## src/hdl/bfa_pkg.sv

```systemverilog
// Shared constants and codes for the bitmap frame allocator.
// Holds map geometry, field widths, request, status and register codes.
// No dependencies.
package bfa_pkg;

	// pool capacity in frames, a power of two from 8 to 65536
	localparam int MAX_FRAMES = 1024;

	// field widths
	localparam int FRAME_W = 20;
	localparam int TOTAL_W = 11;
	localparam int COUNT_W = 11;

	// map geometry: OFF_W bits of frame offset, split into word index and bit index
	localparam int OFF_W   = $clog2(MAX_FRAMES);
	localparam int POOL_W  = $clog2(MAX_FRAMES + 1);
	localparam int BIT_W   = (OFF_W - 1 < 5) ? OFF_W - 1 : 5;
	localparam int WORD_W  = 2 ** BIT_W;
	localparam int WIDX_W  = OFF_W - BIT_W;
	localparam int WORDS   = 2 ** WIDX_W;
	localparam int CMP_W   = (TOTAL_W > POOL_W) ? TOTAL_W : POOL_W;

	// stream packing
	localparam int S_DATA_W = 32;
	localparam int M_DATA_W = 24;
	localparam int CFG_IDX_W = 1;

	typedef enum logic [1:0] {
		REQ_ALLOC   = 2'd0,
		REQ_RELEASE = 2'd1,
		REQ_MARK    = 2'd2,
		REQ_NONE    = 2'd3
	} req_t;

	typedef enum logic [1:0] {
		STAT_OK      = 2'd0,
		STAT_FULL    = 2'd1,
		STAT_OUTSIDE = 2'd2,
		STAT_RSVD    = 2'd3
	} status_t;

	typedef enum logic [CFG_IDX_W-1:0] {
		CFG_BASE  = 1'd0,
		CFG_TOTAL = 1'd1
	} cfg_idx_t;

endpackage

```

## src/hdl/bitmap_frame_allocator.sv

```systemverilog
// Bitmap frame allocator top level: used map in a word-wide synchronous memory.
// Depends on bfa_pkg.
//
// Keeps one used bit per frame, WORD_W (32) frames per memory word, one result
// item per request item. An allocate scans the map one word per cycle from the
// bottom through a registered read and runs until a free bit is found or the
// last pool word is checked. A release is a read-modify-write of one word; a
// frame outside the pool ends it without a memory access. A range mark reads
// and rewrites each word that the run touches.
// The map memory has a single read and a single write port.
// The map reads as all free after reset through per-word valid bits, so no
// clearing pass is needed. A new item is taken while the last result still
// waits on the output; config writes are always taken and must only come
// while the block is idle.
module bitmap_frame_allocator (
	input  logic                            clk,
	input  logic                            arst_n,
	// input items
	input  logic                            s_tvalid,
	output logic                            s_tready,
	input  logic [bfa_pkg::S_DATA_W-1:0]    s_tdata,   // [19:0] frame_number, [30:20] frame_count
	input  logic [1:0]                      s_tuser,   // [1:0] req_type
	// result items
	output logic                            m_tvalid,
	input  logic                            m_tready,
	output logic [bfa_pkg::M_DATA_W-1:0]    m_tdata,   // [19:0] frame_out
	output logic [1:0]                      m_tuser,   // [1:0] status
	// register writes
	input  logic                            cfg_valid,
	output logic                            cfg_ready,
	input  logic [bfa_pkg::CFG_IDX_W-1:0]   cfg_index,
	input  logic [bfa_pkg::FRAME_W-1:0]     cfg_data
);

	typedef enum logic [3:0] {
		ST_IDLE,
		ST_PREP,
		ST_ALLOC,
		ST_REL_RD,
		ST_REL_WR,
		ST_MARK_SET,
		ST_MARK_GO,
		ST_MARK,
		ST_POST
	} state_t;

	state_t state_q;

	// config registers
	logic [bfa_pkg::FRAME_W-1:0] base_q;
	logic [bfa_pkg::TOTAL_W-1:0] total_q;

	// request payload
	bfa_pkg::req_t                req_q;
	logic [bfa_pkg::FRAME_W-1:0]  fnum_q;
	logic [bfa_pkg::COUNT_W-1:0]  count_q;
	logic [bfa_pkg::FRAME_W-1:0]  off_q;

	// scan pointers
	logic [bfa_pkg::WIDX_W-1:0]   scan_q;
	logic [bfa_pkg::WIDX_W-1:0]   chk_w_q;
	logic                         chk_en_q;
	logic [bfa_pkg::OFF_W-1:0]    found_q;

	// range of a mark request, in pool offsets
	logic [bfa_pkg::OFF_W-1:0]    lo_q;
	logic [bfa_pkg::POOL_W-1:0]   hi_q;
	logic [bfa_pkg::OFF_W-1:0]    hl_q;
	logic                         mark_any_q;

	// pending result
	bfa_pkg::status_t             res_status_q;
	logic                         res_alloc_q;

	// map memory and per-word valid bits
	logic [bfa_pkg::WORD_W-1:0]   map_mem [bfa_pkg::WORDS];
	logic [bfa_pkg::WORDS-1:0]    word_vld_q;
	logic [bfa_pkg::WORD_W-1:0]   rd_data_s1;
	logic                         rd_vld_s1;

	logic                         rd_en;
	logic [bfa_pkg::WIDX_W-1:0]   rd_addr;
	logic                         wr_en;
	logic [bfa_pkg::WIDX_W-1:0]   wr_addr;
	logic [bfa_pkg::WORD_W-1:0]   wr_data;

	logic [bfa_pkg::WORD_W-1:0]   cur_word;
	logic [bfa_pkg::POOL_W-1:0]   pool_n;
	logic [bfa_pkg::CMP_W-1:0]    total_ext;
	logic [bfa_pkg::POOL_W-1:0]   pool_m1;
	logic [bfa_pkg::WIDX_W-1:0]   last_w;
	logic [bfa_pkg::BIT_W-1:0]    last_b;
	logic [bfa_pkg::WORD_W-1:0]   alloc_mask;
	logic [bfa_pkg::WORD_W-1:0]   free_bits;
	logic [bfa_pkg::BIT_W-1:0]    free_idx;
	logic                         found;
	logic [bfa_pkg::WORD_W-1:0]   range_mask;
	logic                         in_pool;
	logic [bfa_pkg::FRAME_W:0]    end_w;
	logic [bfa_pkg::FRAME_W:0]    pool_w;
	logic                         fin;
	bfa_pkg::status_t             fin_status;
	logic                         fin_alloc;
	logic                         out_free;

	assign s_tready  = (state_q == ST_IDLE);
	assign cfg_ready = 1'b1;
	assign out_free  = !m_tvalid || m_tready;

	// pool size is min(frame_total, MAX_FRAMES)
	always_comb begin
		total_ext = bfa_pkg::CMP_W'(total_q);
		if (total_ext > bfa_pkg::CMP_W'(bfa_pkg::MAX_FRAMES))
			pool_n = bfa_pkg::POOL_W'(bfa_pkg::MAX_FRAMES);
		else
			pool_n = bfa_pkg::POOL_W'(total_ext);
		pool_m1 = pool_n - bfa_pkg::POOL_W'(1);
		last_w  = pool_m1[bfa_pkg::OFF_W-1:bfa_pkg::BIT_W];
		last_b  = pool_m1[bfa_pkg::BIT_W-1:0];
		in_pool = off_q < bfa_pkg::FRAME_W'(pool_n);
		end_w   = {1'b0, off_q} + (bfa_pkg::FRAME_W+1)'(count_q);
		pool_w  = (bfa_pkg::FRAME_W+1)'(pool_n);
	end

	// word under check; a word never written reads as all free
	assign cur_word = rd_vld_s1 ? rd_data_s1 : '0;

	// first-fit search inside the checked word
	always_comb begin
		for (int b = 0; b < bfa_pkg::WORD_W; b++) begin
			alloc_mask[b] = (chk_w_q < last_w) ||
				((chk_w_q == last_w) && (bfa_pkg::BIT_W'(b) <= last_b));
		end
		free_bits = ~cur_word & alloc_mask;
		found     = |free_bits;
		free_idx  = '0;
		for (int b = bfa_pkg::WORD_W - 1; b >= 0; b--) begin
			if (free_bits[b])
				free_idx = bfa_pkg::BIT_W'(b);
		end
	end

	// bits of the checked word that fall in [lo, hl]
	always_comb begin
		for (int b = 0; b < bfa_pkg::WORD_W; b++) begin
			range_mask[b] =
				((chk_w_q > lo_q[bfa_pkg::OFF_W-1:bfa_pkg::BIT_W]) ||
				 ((chk_w_q == lo_q[bfa_pkg::OFF_W-1:bfa_pkg::BIT_W]) &&
				  (bfa_pkg::BIT_W'(b) >= lo_q[bfa_pkg::BIT_W-1:0]))) &&
				((chk_w_q < hl_q[bfa_pkg::OFF_W-1:bfa_pkg::BIT_W]) ||
				 ((chk_w_q == hl_q[bfa_pkg::OFF_W-1:bfa_pkg::BIT_W]) &&
				  (bfa_pkg::BIT_W'(b) <= hl_q[bfa_pkg::BIT_W-1:0])));
		end
	end

	// memory access and completion decode per state
	always_comb begin
		rd_en      = 1'b0;
		rd_addr    = scan_q;
		wr_en      = 1'b0;
		wr_addr    = chk_w_q;
		wr_data    = cur_word;
		fin        = 1'b0;
		fin_status = bfa_pkg::STAT_OK;
		fin_alloc  = 1'b0;
		case (state_q)
			ST_PREP: begin
				case (req_q)
					bfa_pkg::REQ_ALLOC: begin
						if (pool_n == '0) begin
							fin        = 1'b1;
							fin_status = bfa_pkg::STAT_FULL;
						end
					end
					bfa_pkg::REQ_RELEASE: ;
					bfa_pkg::REQ_MARK: ;
					default: fin = 1'b1;
				endcase
			end
			ST_ALLOC: begin
				rd_en = 1'b1;
				if (chk_en_q) begin
					if (found) begin
						wr_en     = 1'b1;
						wr_data   = cur_word | (bfa_pkg::WORD_W'(1) << free_idx);
						fin       = 1'b1;
						fin_alloc = 1'b1;
					end else if (chk_w_q == last_w) begin
						fin        = 1'b1;
						fin_status = bfa_pkg::STAT_FULL;
					end
				end
			end
			ST_REL_RD: begin
				rd_addr = off_q[bfa_pkg::OFF_W-1:bfa_pkg::BIT_W];
				if (in_pool) begin
					rd_en = 1'b1;
				end else begin
					fin        = 1'b1;
					fin_status = bfa_pkg::STAT_OUTSIDE;
				end
			end
			ST_REL_WR: begin
				wr_en   = 1'b1;
				wr_addr = off_q[bfa_pkg::OFF_W-1:bfa_pkg::BIT_W];
				wr_data = cur_word &
					~(bfa_pkg::WORD_W'(1) << off_q[bfa_pkg::BIT_W-1:0]);
				fin     = 1'b1;
			end
			ST_MARK_GO: begin
				if (!mark_any_q || (bfa_pkg::POOL_W'(lo_q) >= hi_q))
					fin = 1'b1;
			end
			ST_MARK: begin
				rd_en = 1'b1;
				if (chk_en_q) begin
					wr_en   = 1'b1;
					wr_data = cur_word | range_mask;
					if (chk_w_q == hl_q[bfa_pkg::OFF_W-1:bfa_pkg::BIT_W])
						fin = 1'b1;
				end
			end
			default: ;
		endcase
	end

	// map memory, one read and one write port
	always_ff @(posedge clk) begin
		if (wr_en)
			map_mem[wr_addr] <= wr_data;
		if (rd_en)
			rd_data_s1 <= map_mem[rd_addr];
	end

	// per-word valid bits: reset marks the whole map free
	always_ff @(posedge clk or negedge arst_n) begin
		if (!arst_n) begin
			word_vld_q <= '0;
			rd_vld_s1  <= 1'b0;
		end else begin
			if (wr_en)
				word_vld_q[wr_addr] <= 1'b1;
			if (rd_en)
				rd_vld_s1 <= word_vld_q[rd_addr];
		end
	end

	// config registers
	always_ff @(posedge clk or negedge arst_n) begin
		if (!arst_n) begin
			base_q  <= '0;
			total_q <= bfa_pkg::TOTAL_W'(1024);
		end else if (cfg_valid && cfg_ready) begin
			case (cfg_index)
				bfa_pkg::CFG_BASE:  base_q  <= cfg_data;
				bfa_pkg::CFG_TOTAL: total_q <= cfg_data[bfa_pkg::TOTAL_W-1:0];
				default: ;
			endcase
		end
	end

	// request datapath
	always_ff @(posedge clk) begin
		if (s_tvalid && s_tready) begin
			req_q   <= bfa_pkg::req_t'(s_tuser);
			fnum_q  <= s_tdata[bfa_pkg::FRAME_W-1:0];
			count_q <= s_tdata[bfa_pkg::FRAME_W+bfa_pkg::COUNT_W-1:bfa_pkg::FRAME_W];
		end
		if (fin) begin
			res_status_q <= fin_status;
			res_alloc_q  <= fin_alloc;
		end
		case (state_q)
			ST_PREP: begin
				off_q  <= fnum_q - base_q;
				scan_q <= '0;
			end
			ST_ALLOC: begin
				scan_q  <= scan_q + 1'b1;
				chk_w_q <= scan_q;
				if (chk_en_q && found)
					found_q <= {chk_w_q, free_idx};
			end
			ST_MARK_SET: begin
				// clip the run to the pool; it can wrap into the pool from the top
				if (in_pool) begin
					lo_q       <= off_q[bfa_pkg::OFF_W-1:0];
					hi_q       <= (end_w < pool_w) ? bfa_pkg::POOL_W'(end_w) : pool_n;
					mark_any_q <= 1'b1;
				end else if (end_w[bfa_pkg::FRAME_W]) begin
					lo_q       <= '0;
					hi_q       <= ({1'b0, end_w[bfa_pkg::FRAME_W-1:0]} < pool_w) ?
						bfa_pkg::POOL_W'(end_w[bfa_pkg::FRAME_W-1:0]) : pool_n;
					mark_any_q <= 1'b1;
				end else begin
					mark_any_q <= 1'b0;
				end
			end
			ST_MARK_GO: begin
				hl_q   <= bfa_pkg::OFF_W'(hi_q - bfa_pkg::POOL_W'(1));
				scan_q <= lo_q[bfa_pkg::OFF_W-1:bfa_pkg::BIT_W];
			end
			ST_MARK: begin
				scan_q  <= scan_q + 1'b1;
				chk_w_q <= scan_q;
			end
			default: ;
		endcase
	end

	// sequencer and result register
	always_ff @(posedge clk or negedge arst_n) begin
		if (!arst_n) begin
			state_q  <= ST_IDLE;
			chk_en_q <= 1'b0;
			m_tvalid <= 1'b0;
			m_tdata  <= '0;
			m_tuser  <= '0;
		end else begin
			// the post state reloads the output itself
			if (m_tready && (state_q != ST_POST))
				m_tvalid <= 1'b0;
			case (state_q)
				ST_IDLE: begin
					if (s_tvalid)
						state_q <= ST_PREP;
				end
				ST_PREP: begin
					chk_en_q <= 1'b0;
					if (fin)
						state_q <= ST_POST;
					else if (req_q == bfa_pkg::REQ_ALLOC)
						state_q <= ST_ALLOC;
					else if (req_q == bfa_pkg::REQ_RELEASE)
						state_q <= ST_REL_RD;
					else
						state_q <= ST_MARK_SET;
				end
				ST_ALLOC: begin
					chk_en_q <= 1'b1;
					if (fin)
						state_q <= ST_POST;
				end
				ST_REL_RD: begin
					state_q <= fin ? ST_POST : ST_REL_WR;
				end
				ST_REL_WR: begin
					state_q <= ST_POST;
				end
				ST_MARK_SET: begin
					state_q <= ST_MARK_GO;
				end
				ST_MARK_GO: begin
					chk_en_q <= 1'b0;
					state_q  <= fin ? ST_POST : ST_MARK;
				end
				ST_MARK: begin
					chk_en_q <= 1'b1;
					if (fin)
						state_q <= ST_POST;
				end
				ST_POST: begin
					// hand the result over once the output slot is free
					if (out_free) begin
						m_tvalid <= 1'b1;
						m_tuser  <= res_status_q;
						m_tdata  <= res_alloc_q ?
							{{(bfa_pkg::M_DATA_W-bfa_pkg::FRAME_W){1'b0}},
							 base_q + bfa_pkg::FRAME_W'(found_q)} : '0;
						state_q  <= ST_IDLE;
					end
				end
				default: state_q <= ST_IDLE;
			endcase
		end
	end

endmodule
```

## config.mk

```make
export PLATFORM = sky130hd
export DESIGN_NAME = bitmap_frame_allocator
export DESIGN_NICKNAME = d
export VERILOG_FILES = /design/src/hdl/bfa_pkg.sv /design/src/hdl/bitmap_frame_allocator.sv
export SDC_FILE = /design/constraint.sdc
export NUM_CORES = 2
export LEC_CHECK = 0
export BUFFER_PORTS_ARGS = -buffer_cell sky130_fd_sc_hd__buf_4
export CELL_PAD_IN_SITES_DETAIL_PLACEMENT = 1
export CELL_PAD_IN_SITES_GLOBAL_PLACEMENT = 1
export CORE_MARGIN = 8
export CORE_UTILIZATION = 55
export CTS_CLUSTER_SIZE = 40
export DETAILED_ROUTE_END_ITERATION = 16
export GPL_TIMING_DRIVEN = 0
export PLACE_DENSITY_LB_ADDON = 0.1
export RECOVER_POWER = 25
export SKIP_CTS_REPAIR_TIMING = 1
export SYNTH_ARGS = -nofsm -noshare
export SYNTH_HDL_FRONTEND = slang
export SYNTH_SLANG_ARGS = --single-unit
```

## constraint.sdc

```tcl
create_clock -name clk -period 16.15 [get_ports clk]
set_clock_uncertainty 0.05 [all_clocks]
set_input_delay 1.615 -clock clk [delete_from_list [all_inputs] [get_ports clk]]
set_output_delay 1.615 -clock clk [all_outputs]
set_load 0.005 [all_outputs]
```

==> impl_metrics.tcl <==
set metrics [dict create \
    clk_latency_ns 0.78 \
    power.internal_w 0.00735 \
    min_path_type "flop to flop" \
    synth_warnings 0 \
    fmax_mhz 94.3 \
    track_usage_pct 35.4 \
    synth-edff-count 1164 \
    die_y_um 331 \
    rsz0062_at_grt "no" \
    p_clk_share_pct 25.3 \
    numCtsBuffers 120 \
    hold_ws_ns 0.433 \
    initialDrtViolationCount 5280 \
    netlist_instances 3574 \
    fin_nets 4002 \
    cp.arrival_ns 10.75 \
    p_sw_w 0.00469 \
    gp_congestion 0.956 \
    ant_nets 0 \
    postSynthAreaPerCell_sq_um 15.3 \
    p_leak_nw 21.4 \
    multi_input_area_sq_um 16800 \
    htreeDepth 3 \
    cp.required_ns 16.29 \
    ir_drop_mv 0.143 \
    clockRootBuffer "clkbuf_16" \
    dr.pass1.iters 6 \
    grt_pass1_vias 37300 \
    grt_pass1_wl_mm 282 \
    portBuffers 82 \
    setup_ws_ns 5.54 \
    synthToLayoutAreaGrowth_pct 15.1 \
    cts_num_sinks 1256 \
    clock_path_buffers 3 \
    async_flop_share_pct 7.32 \
    clkSlewWorstSetupHoldPaths_ns 0.07 \
    period_share_pct 65.7 \
    n_fill_cell 8657 \
    drive_above_1_share_pct 17.8 \
    cp-end-kind "flop" \
    cts_tree "built" \
    row_count 115 \
    vias_per_cell 6.96 \
    yosysUniqueCellTypes 92 \
    finalCriticalPeriod_ns 10.61 \
    pwr-share-comb_pct 38.5 \
    switching_share_pct 39.0 \
    power_frac_seq_pct 36.2 \
    synth_top_cell_area_share_pct 63.9 \
    wl_per_cell_um 37.8 \
    io_pins 89 \
    hold_viol 0 \
    dieArea_sq_um 110000 \
    ys_top_cells_by_count "edfxtp_1, nand2_1, mux4_2, nand3_1, o21ai_0" \
    timing.setup.critical_path_class "flop to flop" \
    grt_start_max_net_pins 93 \
    synth_ff_type "edfxtp_1" \
    initial_core_util_pct 55.5 \
    worstMarginPinSlew_ns 5.23 \
    synth.area.top_cells "edfxtp_1, mux4_2, dfrtp_1, nand2_1, ha_1" \
    setup_tns_ns 0 \
    synth_seq_cells 1256 \
    pwr_density_cell_nw_per_um2 191 \
    seq_area_frac_synth_pct 68.1 \
    core_area_sq_um 98600 \
    fp.dieW_um 331 \
    num_vias 36500 \
    netlist.top_cell.by_area "edfxtp_1" \
    outcome "finished, violations left" \
    syn_area_sq_um 54700 \
    antenna_found_initial 10 \
    final-max-slew-violation-count 301 \
    pre_cts_ws_ns 7.38 \
    finalSetupViolCount 0 \
    yosysMostFrequentCell "edfxtp_1" \
    slew_headroom_pct -249 \
    register_area_sq_um 37300 \
    drc 0 \
    p_total_w 0.0120 \
    violations "max-capacitance violations, max-slew violations" \
    cap_viol_max_count 12 \
    cp-start-kind "flop" \
    path_max_fanout 32 \
    dp_hpwl_mm 131 \
    overflow 0 \
    routed_wl_mm 198 \
]
[power by group through the flow]
stage | sequential (W) | combinational (W) | clock (W)
floorplan | 0.00434 | 0.00239 | 0
global route | 0.00437 | 0.00476 | 0.00313
finish | 0.00436 | 0.00464 | 0.00304
global placement | 0.00447 | 0.00387 | 0
CTS | 0.00435 | 0.00454 | 0.00304
detailed placement | 0.00441 | 0.00436 | 0
[stage by stage]
| stage | instance area (sq um) | util [%] | cells |
|---|---|---|---|
| after floorplan | 54700 | - | 3577 |
| after global placement | 56900 | 57.8 | 4946 |
| after detailed placement | 59000 | 59.9 | 5011 |
| after CTS | 63200 | 64.1 | 5239 |
| after global routing | 63000 | 63.9 | 5242 |
| final | 63000 | 63.9 | 5243 |
[critical path, stage by stage, from the launching register on]
cell and delay (ns):
dfstp_1 0.63, inv_1 0.30, nand2_1 0.31, ha_1 0.21
clkbuf_1 0.37, clkbuf_1 0.57, and4_1 0.29, nor2_1 0.05
o22ai_1 0.15, ha_1 0.17, and3_1 0.27, nand3_1 0.54
nor3_1 1.30, o311a_1 0.33, a21oi_1 0.07, o21ai_0 0.41
a21oi_1 0.23, a211oi_1 1.29, nor2b_1 0.34, nand2_1 0.29
o2bb2ai_4 0.23, clkbuf_1 1.67
[layer usage]
layer	share of wire, %	vias to the layer above	track usage, %
met4	6.6	12	18.8
met2	47	2746	56.8
met3	10	532	5.99
met1	36	18700	46.7
li1	-	14500	-
met5	0.042	-	0
[final timing paths]
check	from	slack [ns]	to	cells past startpoint
setup / recovery	total_ext[10]	5.54	map_mem[24][21]	21
hold / removal	res_status_q[1]	0.43	m_tuser[1]	1
setup reg to reg	total_ext[10]	5.54	map_mem[24][21]	21
hold reg to reg	res_status_q[1]	0.43	m_tuser[1]	1
max in group asynchronous	arst_n	9.99	word_vld_q[26]	2
min in group asynchronous	arst_n	0.75	m_tvalid	1
[flip-flops by register name, indices dropped and copies added (netlist names), 10 cells and up]
name,flops
total_ext,11
fnum_q,20
word_vld_q,32
hi_q,11
hl_q,10
map_mem,1024
off_q,20
count_q,11
lo_q,10
m_tdata,20
found_q,10
rd_data_s1,32
base_q,20
[layout make-up]
cell class                      instances  share of cell area [%]
Sequential cell                      1256                    59.2
Multi-Input combinational cell       2048                    26.7
Clock buffer                          147                    4.98
Timing Repair Buffer                  150                    3.14
Tap cell                             1287                    2.56
Clock inverter                         81                    1.68
Buffer                                187                    1.21
Inverter                               86                   0.517
Antenna cell                            1                 0.00397
[cell usage in the layout (no fill, tap or decap), drive strengths merged, types with 10 or more instances in the layout]
| cell type | count |
|---|---|
| nor2b | 30 |
| nand2 | 470 |
| o21bai | 44 |
| clkinv | 55 |
| nand4 | 16 |
| and3 | 23 |
| o21a | 21 |
| nor3 | 36 |
| a21o | 17 |
| nand2b | 25 |
| a211oi | 24 |
| o22ai | 15 |
| mux2 | 29 |
| a21oi | 114 |
| buf | 134 |
| nor4 | 17 |
| dfrtp | 91 |
| inv | 86 |
| mux4 | 264 |
| and2 | 34 |
| xnor2 | 44 |
| ha | 90 |
| or2 | 16 |
| or3 | 10 |
| bufinv | 21 |
| o21ai | 186 |
| nand3 | 202 |
| clkbuf | 350 |
| edfxtp | 1164 |
| a31oi | 24 |
| nor2 | 130 |
| o31ai | 18 |
[logic make-up after synthesis]
group,Yosys count,synth area share (%)
adders and majority gates,93,2.17
other,2,0.0137
DFF,1256,68.1
xor gates and xnor gates,53,0.849
buffers and inverters,273,1.99
muxes,302,11.6
AOI/OAI and AO/OA,555,6.49
and+or+nand+nor,1040,8.76
(Power assumes the default switching activity.)
